### src/hw/rtl/gwh_pkg.sv
// ----------------------------------------------------------------------------
// gwh_pkg
// Shared constants, datapath command codes and control/status types for the
// growing weighted histogram.
// ----------------------------------------------------------------------------
`default_nettype none

package gwh_pkg;

  localparam int MAX_BINS = 256;
  localparam int IDX_W    = 8;     // bits to address one bin
  localparam int USED_W   = 9;     // bin count, 0..MAX_BINS
  localparam int CNT_W    = 32;    // per-bin count
  localparam int TOT_W    = 48;    // total weight
  localparam int DIVN_W   = 104;   // divider numerator
  localparam int DIVD_W   = 48;    // divider denominator
  localparam int STEP_W   = 7;     // divider step count

  localparam logic [TOT_W-1:0] TOTAL_MAX = '1;
  localparam logic [CNT_W-1:0] COUNT_MAX = '1;
  localparam logic [62:0]      VAR_MAX   = '1;

  // divider step counts for each use
  localparam logic [STEP_W-1:0] STEPS_BIN = 7'd32;
  localparam logic [STEP_W-1:0] STEPS_S1  = 7'd80;
  localparam logic [STEP_W-1:0] STEPS_ACC = 7'd104;

  // operation codes of an input word
  localparam logic [1:0] OPC_ADD    = 2'd0;
  localparam logic [1:0] OPC_CLEAR  = 2'd1;
  localparam logic [1:0] OPC_REPORT = 2'd2;

  // configuration register indexes
  localparam logic [1:0] CFG_START = 2'd0;
  localparam logic [1:0] CFG_WIDTH = 2'd1;
  localparam logic [1:0] CFG_MODE  = 2'd2;

  // datapath commands
  localparam logic [4:0] DP_NONE     = 5'd0;
  localparam logic [4:0] DP_LATCH    = 5'd1;
  localparam logic [4:0] DP_DIV_BIN  = 5'd2;
  localparam logic [4:0] DP_LEFT_CHK = 5'd3;
  localparam logic [4:0] DP_LEFT_AP  = 5'd4;
  localparam logic [4:0] DP_RIGHT_AP = 5'd5;
  localparam logic [4:0] DP_ADD_RD   = 5'd6;
  localparam logic [4:0] DP_ADD_WR   = 5'd7;
  localparam logic [4:0] DP_CLEAR    = 5'd8;
  localparam logic [4:0] DP_RPT_INIT = 5'd9;
  localparam logic [4:0] DP_BIN_RD   = 5'd10;
  localparam logic [4:0] DP_P1_MUL   = 5'd11;
  localparam logic [4:0] DP_P1_ACC   = 5'd12;
  localparam logic [4:0] DP_DIV_S1   = 5'd13;
  localparam logic [4:0] DP_MEAN     = 5'd14;
  localparam logic [4:0] DP_P2_SQ    = 5'd15;
  localparam logic [4:0] DP_P2_T     = 5'd16;
  localparam logic [4:0] DP_P2_ACC   = 5'd17;
  localparam logic [4:0] DP_DIV_ACC  = 5'd18;
  localparam logic [4:0] DP_VAR      = 5'd19;
  localparam logic [4:0] DP_LOAD_OUT = 5'd20;

  typedef struct packed {
    logic [4:0] op;
  } cmd_t;

  typedef struct packed {
    logic [1:0] operation;
    logic       left;        // sample lies below the start
    logic       total_zero;
    logic       used_zero;
    logic       dropped;
    logic       i_last;      // walk index is on the last bin
    logic       div_done;
    logic       mul_done;
  } sts_t;

endpackage

`default_nettype wire

### src/hw/rtl/gwh_ctrl.sv
// ----------------------------------------------------------------------------
// gwh_ctrl
// Sequencer: accepts input words, steps the datapath through binning, clearing or
// the two report passes, and owns the result valid flag.
// ----------------------------------------------------------------------------
`default_nettype none

module gwh_ctrl (
  input  wire logic           clk,
  input  wire logic           rst_n,
  input  wire logic           in_valid,
  output logic                in_stall,
  output logic                out_valid,
  input  wire logic           out_stall,
  input  wire gwh_pkg::sts_t  sts,
  output gwh_pkg::cmd_t       cmd
);

  localparam logic [4:0] S_IDLE    = 5'd0;
  localparam logic [4:0] S_DECODE  = 5'd1;
  localparam logic [4:0] S_BIN_W   = 5'd2;
  localparam logic [4:0] S_LEFT_AP = 5'd3;
  localparam logic [4:0] S_ADD_RD  = 5'd4;
  localparam logic [4:0] S_ADD_WR  = 5'd5;
  localparam logic [4:0] S_P1_RD   = 5'd6;
  localparam logic [4:0] S_P1_MUL  = 5'd7;
  localparam logic [4:0] S_P1_MW   = 5'd8;
  localparam logic [4:0] S_P1_DIV  = 5'd9;
  localparam logic [4:0] S_P1_DW   = 5'd10;
  localparam logic [4:0] S_P2_RD   = 5'd11;
  localparam logic [4:0] S_P2_SQ   = 5'd12;
  localparam logic [4:0] S_P2_SW   = 5'd13;
  localparam logic [4:0] S_P2_TW   = 5'd14;
  localparam logic [4:0] S_P2_DIV  = 5'd15;
  localparam logic [4:0] S_P2_DW   = 5'd16;
  localparam logic [4:0] S_FIN     = 5'd17;

  logic [4:0] state_r;
  logic [4:0] state_nxt;
  logic       ov_r;
  logic       ov_nxt;

  // next state and datapath command
  always_comb begin
    state_nxt = state_r;
    cmd.op    = gwh_pkg::DP_NONE;
    ov_nxt    = ov_r && out_stall;
    case (state_r)
      S_IDLE: begin
        if (in_valid) begin
          cmd.op    = gwh_pkg::DP_LATCH;
          state_nxt = S_DECODE;
        end
      end
      S_DECODE: begin
        case (sts.operation)
          gwh_pkg::OPC_ADD: begin
            cmd.op    = gwh_pkg::DP_DIV_BIN;
            state_nxt = S_BIN_W;
          end
          gwh_pkg::OPC_CLEAR: begin
            cmd.op    = gwh_pkg::DP_CLEAR;
            state_nxt = S_FIN;
          end
          gwh_pkg::OPC_REPORT: begin
            if (sts.total_zero || sts.used_zero) begin
              state_nxt = S_FIN;
            end else begin
              cmd.op    = gwh_pkg::DP_RPT_INIT;
              state_nxt = S_P1_RD;
            end
          end
          default: state_nxt = S_FIN;
        endcase
      end
      S_BIN_W: begin
        if (sts.div_done) begin
          if (sts.left) begin
            cmd.op    = gwh_pkg::DP_LEFT_CHK;
            state_nxt = S_LEFT_AP;
          end else begin
            cmd.op    = gwh_pkg::DP_RIGHT_AP;
            state_nxt = S_ADD_RD;
          end
        end
      end
      S_LEFT_AP: begin
        cmd.op    = gwh_pkg::DP_LEFT_AP;
        state_nxt = S_ADD_RD;
      end
      S_ADD_RD: begin
        if (sts.dropped) begin
          state_nxt = S_FIN;
        end else begin
          cmd.op    = gwh_pkg::DP_ADD_RD;
          state_nxt = S_ADD_WR;
        end
      end
      S_ADD_WR: begin
        cmd.op    = gwh_pkg::DP_ADD_WR;
        state_nxt = S_FIN;
      end
      // first pass: weighted sum of bin positions
      S_P1_RD: begin
        cmd.op    = gwh_pkg::DP_BIN_RD;
        state_nxt = S_P1_MUL;
      end
      S_P1_MUL: begin
        cmd.op    = gwh_pkg::DP_P1_MUL;
        state_nxt = S_P1_MW;
      end
      S_P1_MW: begin
        if (sts.mul_done) begin
          cmd.op    = gwh_pkg::DP_P1_ACC;
          state_nxt = sts.i_last ? S_P1_DIV : S_P1_RD;
        end
      end
      S_P1_DIV: begin
        cmd.op    = gwh_pkg::DP_DIV_S1;
        state_nxt = S_P1_DW;
      end
      S_P1_DW: begin
        if (sts.div_done) begin
          cmd.op    = gwh_pkg::DP_MEAN;
          state_nxt = S_P2_RD;
        end
      end
      // second pass: weighted squared deviations
      S_P2_RD: begin
        cmd.op    = gwh_pkg::DP_BIN_RD;
        state_nxt = S_P2_SQ;
      end
      S_P2_SQ: begin
        cmd.op    = gwh_pkg::DP_P2_SQ;
        state_nxt = S_P2_SW;
      end
      S_P2_SW: begin
        if (sts.mul_done) begin
          cmd.op    = gwh_pkg::DP_P2_T;
          state_nxt = S_P2_TW;
        end
      end
      S_P2_TW: begin
        if (sts.mul_done) begin
          cmd.op    = gwh_pkg::DP_P2_ACC;
          state_nxt = sts.i_last ? S_P2_DIV : S_P2_RD;
        end
      end
      S_P2_DIV: begin
        cmd.op    = gwh_pkg::DP_DIV_ACC;
        state_nxt = S_P2_DW;
      end
      S_P2_DW: begin
        if (sts.div_done) begin
          cmd.op    = gwh_pkg::DP_VAR;
          state_nxt = S_FIN;
        end
      end
      // hand the word over once the result register is free
      S_FIN: begin
        if (!ov_r || !out_stall) begin
          cmd.op    = gwh_pkg::DP_LOAD_OUT;
          ov_nxt    = 1'b1;
          state_nxt = S_IDLE;
        end
      end
      default: state_nxt = S_IDLE;
    endcase
  end

  always_ff @(posedge clk) begin
    if (!rst_n) begin
      state_r <= S_IDLE;
      ov_r    <= 1'b0;
    end else begin
      state_r <= state_nxt;
      ov_r    <= ov_nxt;
    end
  end

  assign in_stall  = (state_r != S_IDLE);
  assign out_valid = ov_r;

endmodule

`default_nettype wire

### config.mk
export PLATFORM = sky130hd
export DESIGN_NAME = gwh_ctrl
export DESIGN_NICKNAME = d
export VERILOG_FILES = /design/src/hw/rtl/gwh_pkg.sv /design/src/hw/rtl/gwh_ctrl.sv
export SDC_FILE = /design/constraint.sdc
export NUM_CORES = 1
export LEC_CHECK = 0
export BUFFER_PORTS_ARGS = -buffer_cell sky130_fd_sc_hd__buf_2
export CORE_MARGIN = 1.5
export CORE_UTILIZATION = 35
export DETAILED_ROUTE_END_ITERATION = 10
export SLEW_MARGIN = 5
export SYNTH_ARGS = -nofsm -noshare
export SYNTH_HDL_FRONTEND = slang
export SYNTH_SLANG_ARGS = --single-unit
### constraint.sdc
create_clock -name clk -period 1.6 [get_ports clk]
set_clock_uncertainty 0.15 [all_clocks]
set_input_delay 0.24 -clock clk [delete_from_list [all_inputs] [get_ports clk]]
set_output_delay 0.24 -clock clk [all_outputs]
set_load 0.02 [all_outputs]
; Yosys cells after proc, flatten, opt, wreduce, memory -nomap -nowiden
; Index checks and enable logic that the tools add are counted.
[totals]
ff_bits = 6
output_inout_bits = 7
inputBits = 13
[op_classes]
eq_ne = 27
n_mux = 30
n_reduce_logical = 10
[ops]
columns = operator, count
row1 = $pmux W5 S18, 1
row2 = $pmux W5 S17, 1
row3 = $mux W5, 14
row4 = $eq A5 B4 Y1 const B, 8
row5 = $eq A5 B3 Y1 const B, 4
row6 = $mux W4, 4
row7 = $ne A2 B2 Y1 const B, 8
row8 = $mux W3, 5
row9 = $pmux W4 S3, 1
row10 = $eq A5 B2 Y1 const B, 2
row11 = $eq A5 B5 Y1 const B, 2
row12 = $pmux W5 S2, 1
row13 = $reduce_and A8 Y1, 1
row14 = $eq A5 B1 Y1 const B, 1
row15 = $logic_not A5 Y1, 1
row16 = $reduce_bool A5 Y1, 1
row17 = $mux W1, 3
row18 = $eq A2 B1 Y1 const B, 1
row19 = $eq A2 B2 Y1 const B, 1
row20 = $logic_not A1 Y1, 2
row21 = $logic_not A2 Y1, 1
row22 = $logic_or A1 B1 Y1, 2
row23 = $reduce_or A2 Y1, 1
row24 = $logic_and A1 B1 Y1, 1

; Longest topological paths before layout
; Gate-level depths: netlist of the first run.
[depth]
depth_word = 4
ltp_mapped = 7
ltp_nobuf = 5

; Worst setup path after synthesis of the first run
; Ideal clock, no wire load.
[synth_timing]
kind = flip-flop to output port
from = register state_r[4]
to = output port cmd[1] in the netlist's numbering
stages_incl_launch_ff = 4
setup_slack_ns = -0.425
required_ns = 1.210
arrival_ns = 1.635
path_cell_list = dfxtp_1 -> nor3_2 -> nand2_1 -> o311ai_0
[synth_lines]
columns = element, line
row1 = from (decl), gwh_ctrl.sv:38  ; logic [4:0] state_r;
row2 = from (signal assigned), gwh_ctrl.sv:176  ; state_r <= state_nxt;
row3 = to (decl), gwh_ctrl.sv:16  ; output gwh_pkg::cmd_t cmd

==> results by stage, run 1 <==
Outcome:
- The checks that failed: setup timing.
- The flow ran to the end, but the final reports show violations.

Synthesis:
- The biggest area contributor in the post-synthesis netlist is sky130_fd_sc_hd__dfxtp_1.
- When the netlist entered floorplanning its net count stood at 150.
- Counting flops and latches in the post-synthesis netlist gives 6.
- Of the post-synthesis cell area, the dominant cell type holds 13.0%.
- In the synthesized netlist, the number of instances is 137.
- In this run, distinct cell masters in the synthesized netlist total 45.
- In the synthesized netlist the async set-or-reset flop fraction comes to 0%.
- The Yosys step of the flow raised 0 warnings.
- The mean cell area of the mapped netlist is 6.76 um2.
- The number of synthesized flops with an enable pin is 0.
- The most instantiated flip-flop cell in the synthesis netlist is sky130_fd_sc_hd__dfxtp_1.
- The synthesized cell area is 926 um2.
- In the post-synthesis netlist, the biggest area contributors are sky130_fd_sc_hd__dfxtp_1 13%, sky130_fd_sc_hd__a21oi_1 7.0%, sky130_fd_sc_hd__nand2_1 6.1%, sky130_fd_sc_hd__nor2_1 4.1%, sky130_fd_sc_hd__o31ai_1 4.1%.
- In the post-synthesis netlist, the cell with the most instances is sky130_fd_sc_hd__nand2_1.
- The commonest cells after synthesis are 15 x sky130_fd_sc_hd__nand2_1, 13 x sky130_fd_sc_hd__a21oi_1, 10 x sky130_fd_sc_hd__nor2_1.
- The share of the yosys chip area belonging to registers is 13.0%.

Clocking:
- The tree is rooted in a sky130_fd_sc_hd__clkbuf_4.
- In this run the number of H-tree levels came out at 1.
- In this run, CTS created clock tree buffers numbering 3.
- Clock tree synthesis found a total of 6 sinks.
- Counting along the longest clock path gives a buffer depth of 2.
- The post-cts hold buffer count is 0.
- The CTS tree is yes.
- The clock latency on the worst-skew pair is 250 ps.
- The register clock-pin slew on the reported worst setup and hold paths is 60 ps.

Cells and area:
- The number of inserted diodes is 0.
- From synthesis to final layout, the design area changed by 85.4%.
- At the end of the flow the core is filled with cells to 68.7%.
- At the end of the flow, the number of nets in the layout was 223.
- In the final layout, the share of cells above drive strength 1 is 56.5%.

Floorplan:
- For this design the top-level I/O count stands at 20.
- The die covers 0.00296 mm2.
- The starting utilization of the core area is 37.0%.
- The chip width is 54.4 um.
- The number of core rows is 18.
- The vertical die dimension is 54.4 um.
- The placeable core region is 0.00250 mm2.

Global routing:
- The number of antenna violations at the first check in global routing is 0.
- The global-route wire length before repair is 5780 um.
- The via count of the first global-routing pass is 1,245.
- The overall routing resource usage is 26.5%.
- The total global routing overflow is 0.
- The maximum number of pins on one net before global-route repair is 17.

Timing:
- Measured against its own limit, the worst slew margin works out to 76.1%.
- The time the worst path needs with I/O delays and setup is 2030 ps.
- The highest clock frequency the design can meet is 492 MHz.
- The final max-slew violation count is 0.
- Setup repair after global routing could not meet its margin everywhere.
- Adding up every negative setup slack in the final design gives -3390 ps.
- The count of endpoints failing hold in the final timing report is 0.
- At the pin with the least slew margin, the transition time is 356 ps.
- The minimum setup slack in the final design is -433 ps.
- The fraction of the cycle the final worst path needs is 127%.
- The final setup violation count is 11.

Worst setup path:
- The worst register-to-register path has a depth of 7.
- The endpoint arrival time on the critical path is 1640 ps.
- The category of the most critical setup path is flip-flop to output pin.
- The data required time of the worst path is 1210 ps.
- The worst-case register-to-register setup slack is -350 ps.
- The worst setup path is captured at an output pin.
- The worst register-to-register path begins at state_r[3]$_SDFFE_PN0P_.
- The startpoint type of the worst setup path is a flip-flop.
- The capturing point of the worst reg2reg path is state_r[0]$_SDFFE_PN0P_.
- The peak fanout along the critical path is 6.

Route:
- In the final routed layout, each cell accounts on average for 17.9 um.
- The count of vias placed by the detailed router is 1,543.
- The number of detailed-route iterations in the first pass is 5.
- The total length of routed wires is 4290 um.
- After the first detailed-routing iteration, the DRC count stood at 111.
- The count of nets left with antenna violations once routing finished came out at 0.
- The via count normalized by instance count is 6.46.
- After detailed routing, the number of remaining DRC violations is 0.

Hold path:
- The instance count along the most critical hold path is 2.
- In this run the most critical hold path is launched from rst_n.
- The terminating pin of the worst hold path is state_r[3]$_SDFFE_PN0P_.
- The worst hold path belongs to the class input pin to flip-flop.

Run:
- Across the run, the number of max-cap violations was 0.

Placed design:
- The count of buffers inserted at the top-level ports is 19.
- The routability-driven placement congestion ratio is 0.934.
- The detailed-placement wirelength estimate is 2650 um.
- At the placement stage, the worst setup path has a slack of -292 ps.

Power:
- Power spread over the standard cell area amounts to 1650 mW/mm2.
- The overall power consumption is 2.84 mW.
- Across the VDD grid, the largest voltage drop is 1.21 mV.
- The analysis attributes to cell leakage a power of 0.720 nW.
-- layer usage --
layer  global-route usage (%)  vias to the layer above  share of wire, %
li1                         -                      675                 -
met4                     4.58                        0               3.7
met2                     44.8                      121                48
met1                     35.6                      720                38
met5                        0                        -                 0
met3                     4.37                       27                10
-- layout make-up --
type / instances / area, um2
repair buffers: 77 / 618
multi-input cells: 115 / 873
clock buffers: 4 / 26.3
well taps: 30 / 37.5
inverters: 7 / 26.3
fillers: 189 / 783
flip-flops and latches: 6 / 135
-- state kept, by name, indices dropped and copies added, names as in the netlist --
name and flops:
out_valid 1, state_r 5
-- kinds of logic (layout without fill, tap and decap cells) --
| family | after synthesis | count (layout) | share of synthesized area, % |
|---|---|---|---|
| and+or+nand+nor | 58 | 58 | 35.3 |
| AOI/OAI and AO/OA | 54 | 55 | 40.5 |
| buffers and inverters | 17 | 88 | 9.32 |
| DFF | 6 | 6 | 13.0 |
| xor gates and xnor gates | 2 | 2 | 1.89 |
-- worst max-delay path by stage --
stage | start | end | slack, ps | cells past startpoint
floorplan | state_r[4]$_SDFFE_PN0P_ | cmd[2] | -20 | 6
global placement | state_r[1]$_SDFFE_PN0P_ | cmd[3] | -320 | 7
detailed placement | state_r[1]$_SDFFE_PN0P_ | cmd[3] | -290 | 7
CTS | state_r[1]$_SDFFE_PN0P_ | cmd[2] | -360 | 6
global route | state_r[1]$_SDFFE_PN0P_ | cmd[2] | -450 | 6
finish | state_r[1]$_SDFFE_PN0P_ | cmd[2] | -430 | 6
-- cells in the final DEF (no fill, tap or decap), drive strengths merged, types with 3 or more instances in the layout --
cell type	netlist	layout
o2111ai	2	3
nor3	4	4
nor3b	3	3
nor4b	3	3
clkbuf	0	5
nor2	11	11
o21ai	13	13
o22ai	3	3
nor2b	3	3
buf	10	76
dfxtp	6	6
inv	7	7
nand2	15	15
and2b	4	4
nand3	7	7
o31ai	5	5
a21oi	13	13
-- power by group --
| group | internal (mW) | switching, mW |
|---|---|---|
| clock network | 0.0951 | 0.0647 |
| logic | 1.18 | 1.17 |
| registers | 0.210 | 0.121 |
-- through the flow --
step	instances	area, um2	hold slack, ps
after global placement	217	1370	381
final	239	1720	136
after CTS	228	1550	126
after floorplan	137	1000	221
after detailed placement	217	1370	391
after global routing	239	1720	127
-- worst max-delay path, stage by stage, from the launching register on --
cell and delay, ps:
sky130_fd_sc_hd__dfxtp_4 380, sky130_fd_sc_hd__buf_6 120, sky130_fd_sc_hd__and3b_2 210, sky130_fd_sc_hd__o21ai_4 180, sky130_fd_sc_hd__o311ai_2 130, sky130_fd_sc_hd__a31o_2 240, sky130_fd_sc_hd__buf_6 130
-- what timing repair did --
| action | CTS | global route |
|---|---|---|
| pin swaps | 10 | 7 |
| cloned | 1 | 1 |
| gates resized for setup | 26 | 16 |
| hold endpoints to repair | 0 | 0 |
| setup endpoints to repair | 11 | 11 |
| setup buffers | 6 | 10 |
Power figures use the tool's default switching activity.
==> inputs of run 2 (changes only) <==
Settings changed: CORE_UTILIZATION 35 to 48, PLACE_DENSITY set to 0.75.
==> results by stage, run 2 <==
Synthesis:
- The count of yosys warnings during synthesis came to 0 (unchanged).
- The number of nets produced by synthesis is 150 (unchanged).
- The post-synthesis xor/xnor area fraction is 1.89% (unchanged).
- The share of the yosys chip area belonging to registers came to 13.0% (unchanged).
- Ranked by instance count, the synthesized netlist is headed by 15 x sky130_fd_sc_hd__nand2_1, 13 x sky130_fd_sc_hd__a21oi_1, 10 x sky130_fd_sc_hd__nor2_1.
- After synthesis, the largest family of logic cells by area is compound AO/OA/AOI/OAI gates.
- The synthesized design spends more area on one cell type than any other, namely sky130_fd_sc_hd__dfxtp_1.
- The synthesized cell area is 926 um2 (unchanged).
- The simple logic cell fraction of the synthesized area came to 35.3% (unchanged).
- The number of synthesized flops with an enable pin is 0 (unchanged).
- The synthesized instance count is 137 (unchanged).
- The most instantiated library cell after synthesis is sky130_fd_sc_hd__nand2_1.
- The most instantiated flip-flop cell in the synthesis netlist is sky130_fd_sc_hd__dfxtp_1.
- The mean cell area of the mapped netlist is 6.76 um2 (unchanged).
- The share of cell area taken by muxes after synthesis came to 0% (unchanged).
- By area the synthesized netlist is led by sky130_fd_sc_hd__dfxtp_1 13%, sky130_fd_sc_hd__a21oi_1 7.0%, sky130_fd_sc_hd__nand2_1 6.1%, sky130_fd_sc_hd__nor2_1 4.1%, sky130_fd_sc_hd__o31ai_1 4.1%.
- The synthesis-stage register bit count is 6 (unchanged).
- The proportion of register bits with asynchronous set or reset after synthesis came to 0% (unchanged).
- The top cell type's share of synthesized area is 13.0% (unchanged).
- The number of distinct library cells after synthesis is 45 (unchanged).
- The share of synthesized cell area in full adder, half adder and majority cells is 0% (unchanged).
- The post-synthesis compound-gate area fraction was 40.5% (unchanged).

Global routing:
- Entering global routing, the biggest net connects 13 pins.

Floorplan:
- The starting utilization of the core area came to 52.5% (+15 points).
- The number of top-level pins came to 20 (unchanged).
- The chip width is 46.9 um (-14%).
- The number of core rows is 15 (-3).
- The vertical die dimension is 46.9 um (-14%).

Clocking:
- The buffer depth of the longest clock path came to 2 (unchanged).
- The number of buffers created by CTS is 3 (unchanged).
- The TritonCTS sink count is 6 (unchanged).
- The post-cts hold buffer count is 0 (unchanged).
- The tree is rooted in a sky130_fd_sc_hd__clkbuf_4.
- The level count of the clock H-tree was 1 (unchanged).

Timing:
- The kind of the worst endpoint is a top-level output.
- In the global-route stage, repair_timing last flagged the worst endpoint as cmd[1].

Placed design:
- The routability-driven placement congestion ratio is 0.978 (+4.6%).
- The detailed-placement wirelength estimate is 2650 um (-0.14%).
- The count of buffers inserted at the top-level ports is 19 (unchanged).
- The post-place instance area came to 0.00134 mm2 (-1.9%).

Outcome:
- The tool reported: "[ERROR DPL-0038] Utilization greater than 100%, impossible to legalize".
- It got as far as 5_1_grt and failed there.
- The flow did not finish.
[run 2: cell counts after synthesis]
No cell type changed its count.
[run 2: cells by family after synthesis]
group,Yosys count
AO/OA/AOI/OAI,54
buffers and inverters,17
XOR/XNOR,2
flip-flops,6
AND/OR/NAND/NOR,58
[run 2: metrics by stage]
step,setup slack [ps],std cells,TNS (ps),hold slack [ps]
4_1_cts,-317,232,-2870,108
3_5_place_dp,-248,211,-1660,391
3_3_place_gp,-182,211,-1280,376
2_1_floorplan,-23.7,137,-39.6,221
[run 2: timing repair]
item,CTS
resized for setup,48
endpoints found under the setup margin,11
setup buffers,17
pin swaps,17
==> inputs of run 3 (changes only) <==
Settings changed: CORE_AREA set to 2 2 63 65, CORE_MARGIN 1.5 to unset, CORE_UTILIZATION 48 to unset, DIE_AREA set to 0 0 65 67, PLACE_DENSITY 0.75 to unset, PLACE_DENSITY_LB_ADDON set to 0.15.
Clock period 1.6 ns to 2.1 ns, I/O delays scaled along.
==> results by stage, run 3 (synthesis results as in run 1) <==
Outcome:
- The run finished with clean final reports.

Placed design:
- The detailed-placement wirelength estimate is 2550 um (-3.7%).
- The post-placement setup slack is -30.7 ps (+217 ps).
- The count of buffers inserted at the top-level ports is 19 (unchanged).
- The post-place instance area was 0.00117 mm2 (-13%).
- The routability-driven placement congestion ratio is 0.832 (-15%).
- The number of placed instances with taps included was 211 (unchanged).

Timing:
- The actual slew at the worst max-slew pin is 354 ps.
- The worst path needs 2010 ps of the cycle, external delays included.
- The fraction of the cycle the final worst path needs is 95.8%.
- For this run, the top clock speed supported by timing is 497 MHz.
- Setup repair after global routing left no endpoint under its margin.
- The minimum setup slack in the final design is 88.5 ps.
- The final setup violation count is 0.
- The final max-slew violation count is 0.
- The relative slew slack is 76.4%.
- The count of endpoints failing hold in the final timing report came to 0.

Worst setup path:
- The startpoint type of the worst setup path is a flip-flop.
- The capturing point of the worst reg2reg path is state_r[3]$_SDFFE_PN0P_.
- The worst flop-to-flop path startpoint is state_r[3]$_SDFFE_PN0P_.
- The worst-case register-to-register setup slack is 230 ps.
- The element type at the critical path end is an output pin.
- STA puts the critical path data arrival time at 1550 ps.
- The data required time of the worst path is 1630 ps.
- In this run the worst path has a maximum fanout of 6.
- The number of cells on the worst reg-to-reg path is 7.
- The category of the most critical setup path is flip-flop to output pin.

Cells and area:
- After routing the design area is 0.00136 mm2.
- The non-filler instance count after layout is 219.
- The number of inserted diodes is 0.
- Summing all multi-input logic gate instances after layout gives 781 um2.
- The share of post-route cells with drive strength above 1 is 41.5%.
- For this run, the post-layout net count is 186.
- The top cell types in the final layout, fill and taps aside, are 20 x sky130_fd_sc_hd__buf_4, 15 x sky130_fd_sc_hd__nand2_1, 15 x sky130_fd_sc_hd__buf_2, 13 x sky130_fd_sc_hd__a21oi_1, 9 x sky130_fd_sc_hd__nor2_1.
- The library cell used most frequently in the layout, excluding fill and tap cells, is sky130_fd_sc_hd__buf_4.
- The layout has 405 filler cells.
- The area added between synthesis and finish is 47.0%.
- Summing all flip-flop and latch instances after layout gives 139 um2.
- The register with the most flip-flops in the layout has 5 of them.
- Counting flops per register, the top entry is state_r.

Power:
- The power per cell area is 1220 mW/mm2.
- The worst-case IR drop observed on VDD is 0.365 mV.
- The leakage power is 0.517 nW.

Floorplan:
- The total area inside the core boundary comes to 0.00361 mm2.
- The vertical die dimension is 67 um (+43%).
- The starting utilization of the core area was 25.7% (-27 points).
- The number of core rows is 22 (+7).
- The chip width is 65 um (+39%).
- The total die area is 0.00436 mm2.
- The number of top-level pins is 20 (unchanged).

Clocking:
- The level count of the clock H-tree came to 1 (unchanged).
- The buffer depth of the longest clock path is 2 (unchanged).
- The CTS tree is yes.
- The number of buffers created by CTS is 3 (unchanged).
- The register clock-pin slew on the reported worst setup and hold paths is 30 ps.
- Clock latency on the worst-skew pair, taken at its later pin, is 220 ps.
- The TritonCTS sink count was 6 (unchanged).
- The post-cts hold buffer count is 0 (unchanged).
- The buffer type at the clock tree root is sky130_fd_sc_hd__clkbuf_8.

Hold path:
- In this run the most critical hold path is launched from rst_n.
- The path category of the worst min-delay check is input pin to flip-flop.
- The instance count along the most critical hold path is 2.
- For hold timing, the worst endpoint is state_r[3]$_SDFFE_PN0P_.

Route:
- Using the TritonRoute via totals, the vias-per-cell ratio works out to 5.52.
- The routed wire length per instance is 14.9 um.
- For this block, the via count after detailed routing is 1,209.
- The count of nets left with antenna violations once routing finished came out at 0.
- The number of detailed-route iterations in the first pass is 4.
- In the routed design, unresolved DRC markers number 0.
- The first routing iteration left 99 violations.
- The routed design has 3260 um of wire.

Global routing:
- Global routing finished with a remaining overflow of 0.
- The global-route wire length before repair is 5290 um.
- Entering global routing, the biggest net connects 14 pins.
- The via count of the first global-routing pass is 1,133.
- The number of antenna violations at the first check in global routing is 0.
- In the global route stage, overall resource usage came out at 15.5%.

Run:
- The count of maximum capacitance violations is 0.
-- run 3: power by group --
| part | internal (mW) | leakage [nW] | total, mW | switching (mW) |
|---|---|---|---|---|
| Sequential | 0.166 | 0.0526 | 0.266 | 0.100 |
| Combinational | 0.554 | 0.442 | 1.22 | 0.670 |
| Clock | 0.123 | 0.0216 | 0.172 | 0.0493 |
| Total | 0.843 | 0.517 | 1.66 | 0.819 |
-- run 3: how the worst max path moves through the flow --
stage	from	cells after the start	slack, ps	endpoint
2_1_floorplan	state_r[3]$_SDFFE_PN0P_	6	210	cmd[3]
3_3_place_gp	state_r[2]$_SDFFE_PN0P_	7	40	cmd[3]
3_5_place_dp	sts[4]	7	-30	cmd[3]
4_1_cts	state_r[2]$_SDFFE_PN0P_	6	4	cmd[2]
5_1_grt	state_r[3]$_SDFFE_PN0P_	7	5	cmd[3]
6_report	state_r[2]$_SDFFE_PN0P_	6	90	cmd[1]
-- run 3: metal layers --
metal	part of all wire, %	up-vias	GRT usage (%)
met4	0.95	0	5.85
met2	51	32	27.1
met5	0	-	0
met3	4.5	2	0.845
met1	44	589	20.1
li1	-	586	-
-- run 3: layout make-up --
| cell class | count | share of cell area (%) |
|---|---|---|
| well taps | 48 | 4.41 |
| inverters | 7 | 1.93 |
| clock buffers | 3 | 3.03 |
| repair buffers | 41 | 23.1 |
| multi-input cells | 114 | 57.4 |
| flip-flops and latches | 6 | 10.2 |
-- run 3: metrics by stage --
stage	hold WS, ps	power (mW)	TNS, ps	utilization [%]
floorplan	297	0.955	0	-
global placement	474	1.34	0	32.5
detailed placement	473	1.33	-56.2	32.5
CTS	234	1.57	0	35.2
global route	238	1.79	0	37.8
finish	231	1.66	0	37.8
-- run 3: critical path, stage by stage, from the launching register on --
cell	delay, ps
sky130_fd_sc_hd__dfxtp_4	360
sky130_fd_sc_hd__buf_4	140
sky130_fd_sc_hd__and2b_2	230
sky130_fd_sc_hd__o221a_2	140
sky130_fd_sc_hd__a31oi_1	160
sky130_fd_sc_hd__o311ai_1	110
sky130_fd_sc_hd__buf_2	170
-- run 3: repair_timing --
| action | CTS | global route |
|---|---|---|
| pin swaps | 3 | 7 |
| gates resized for setup | 14 | 22 |
| gates cloned | 0 | 0 |
| endpoints found under the setup margin | 5 | 5 |
| setup buffers | 2 | 3 |
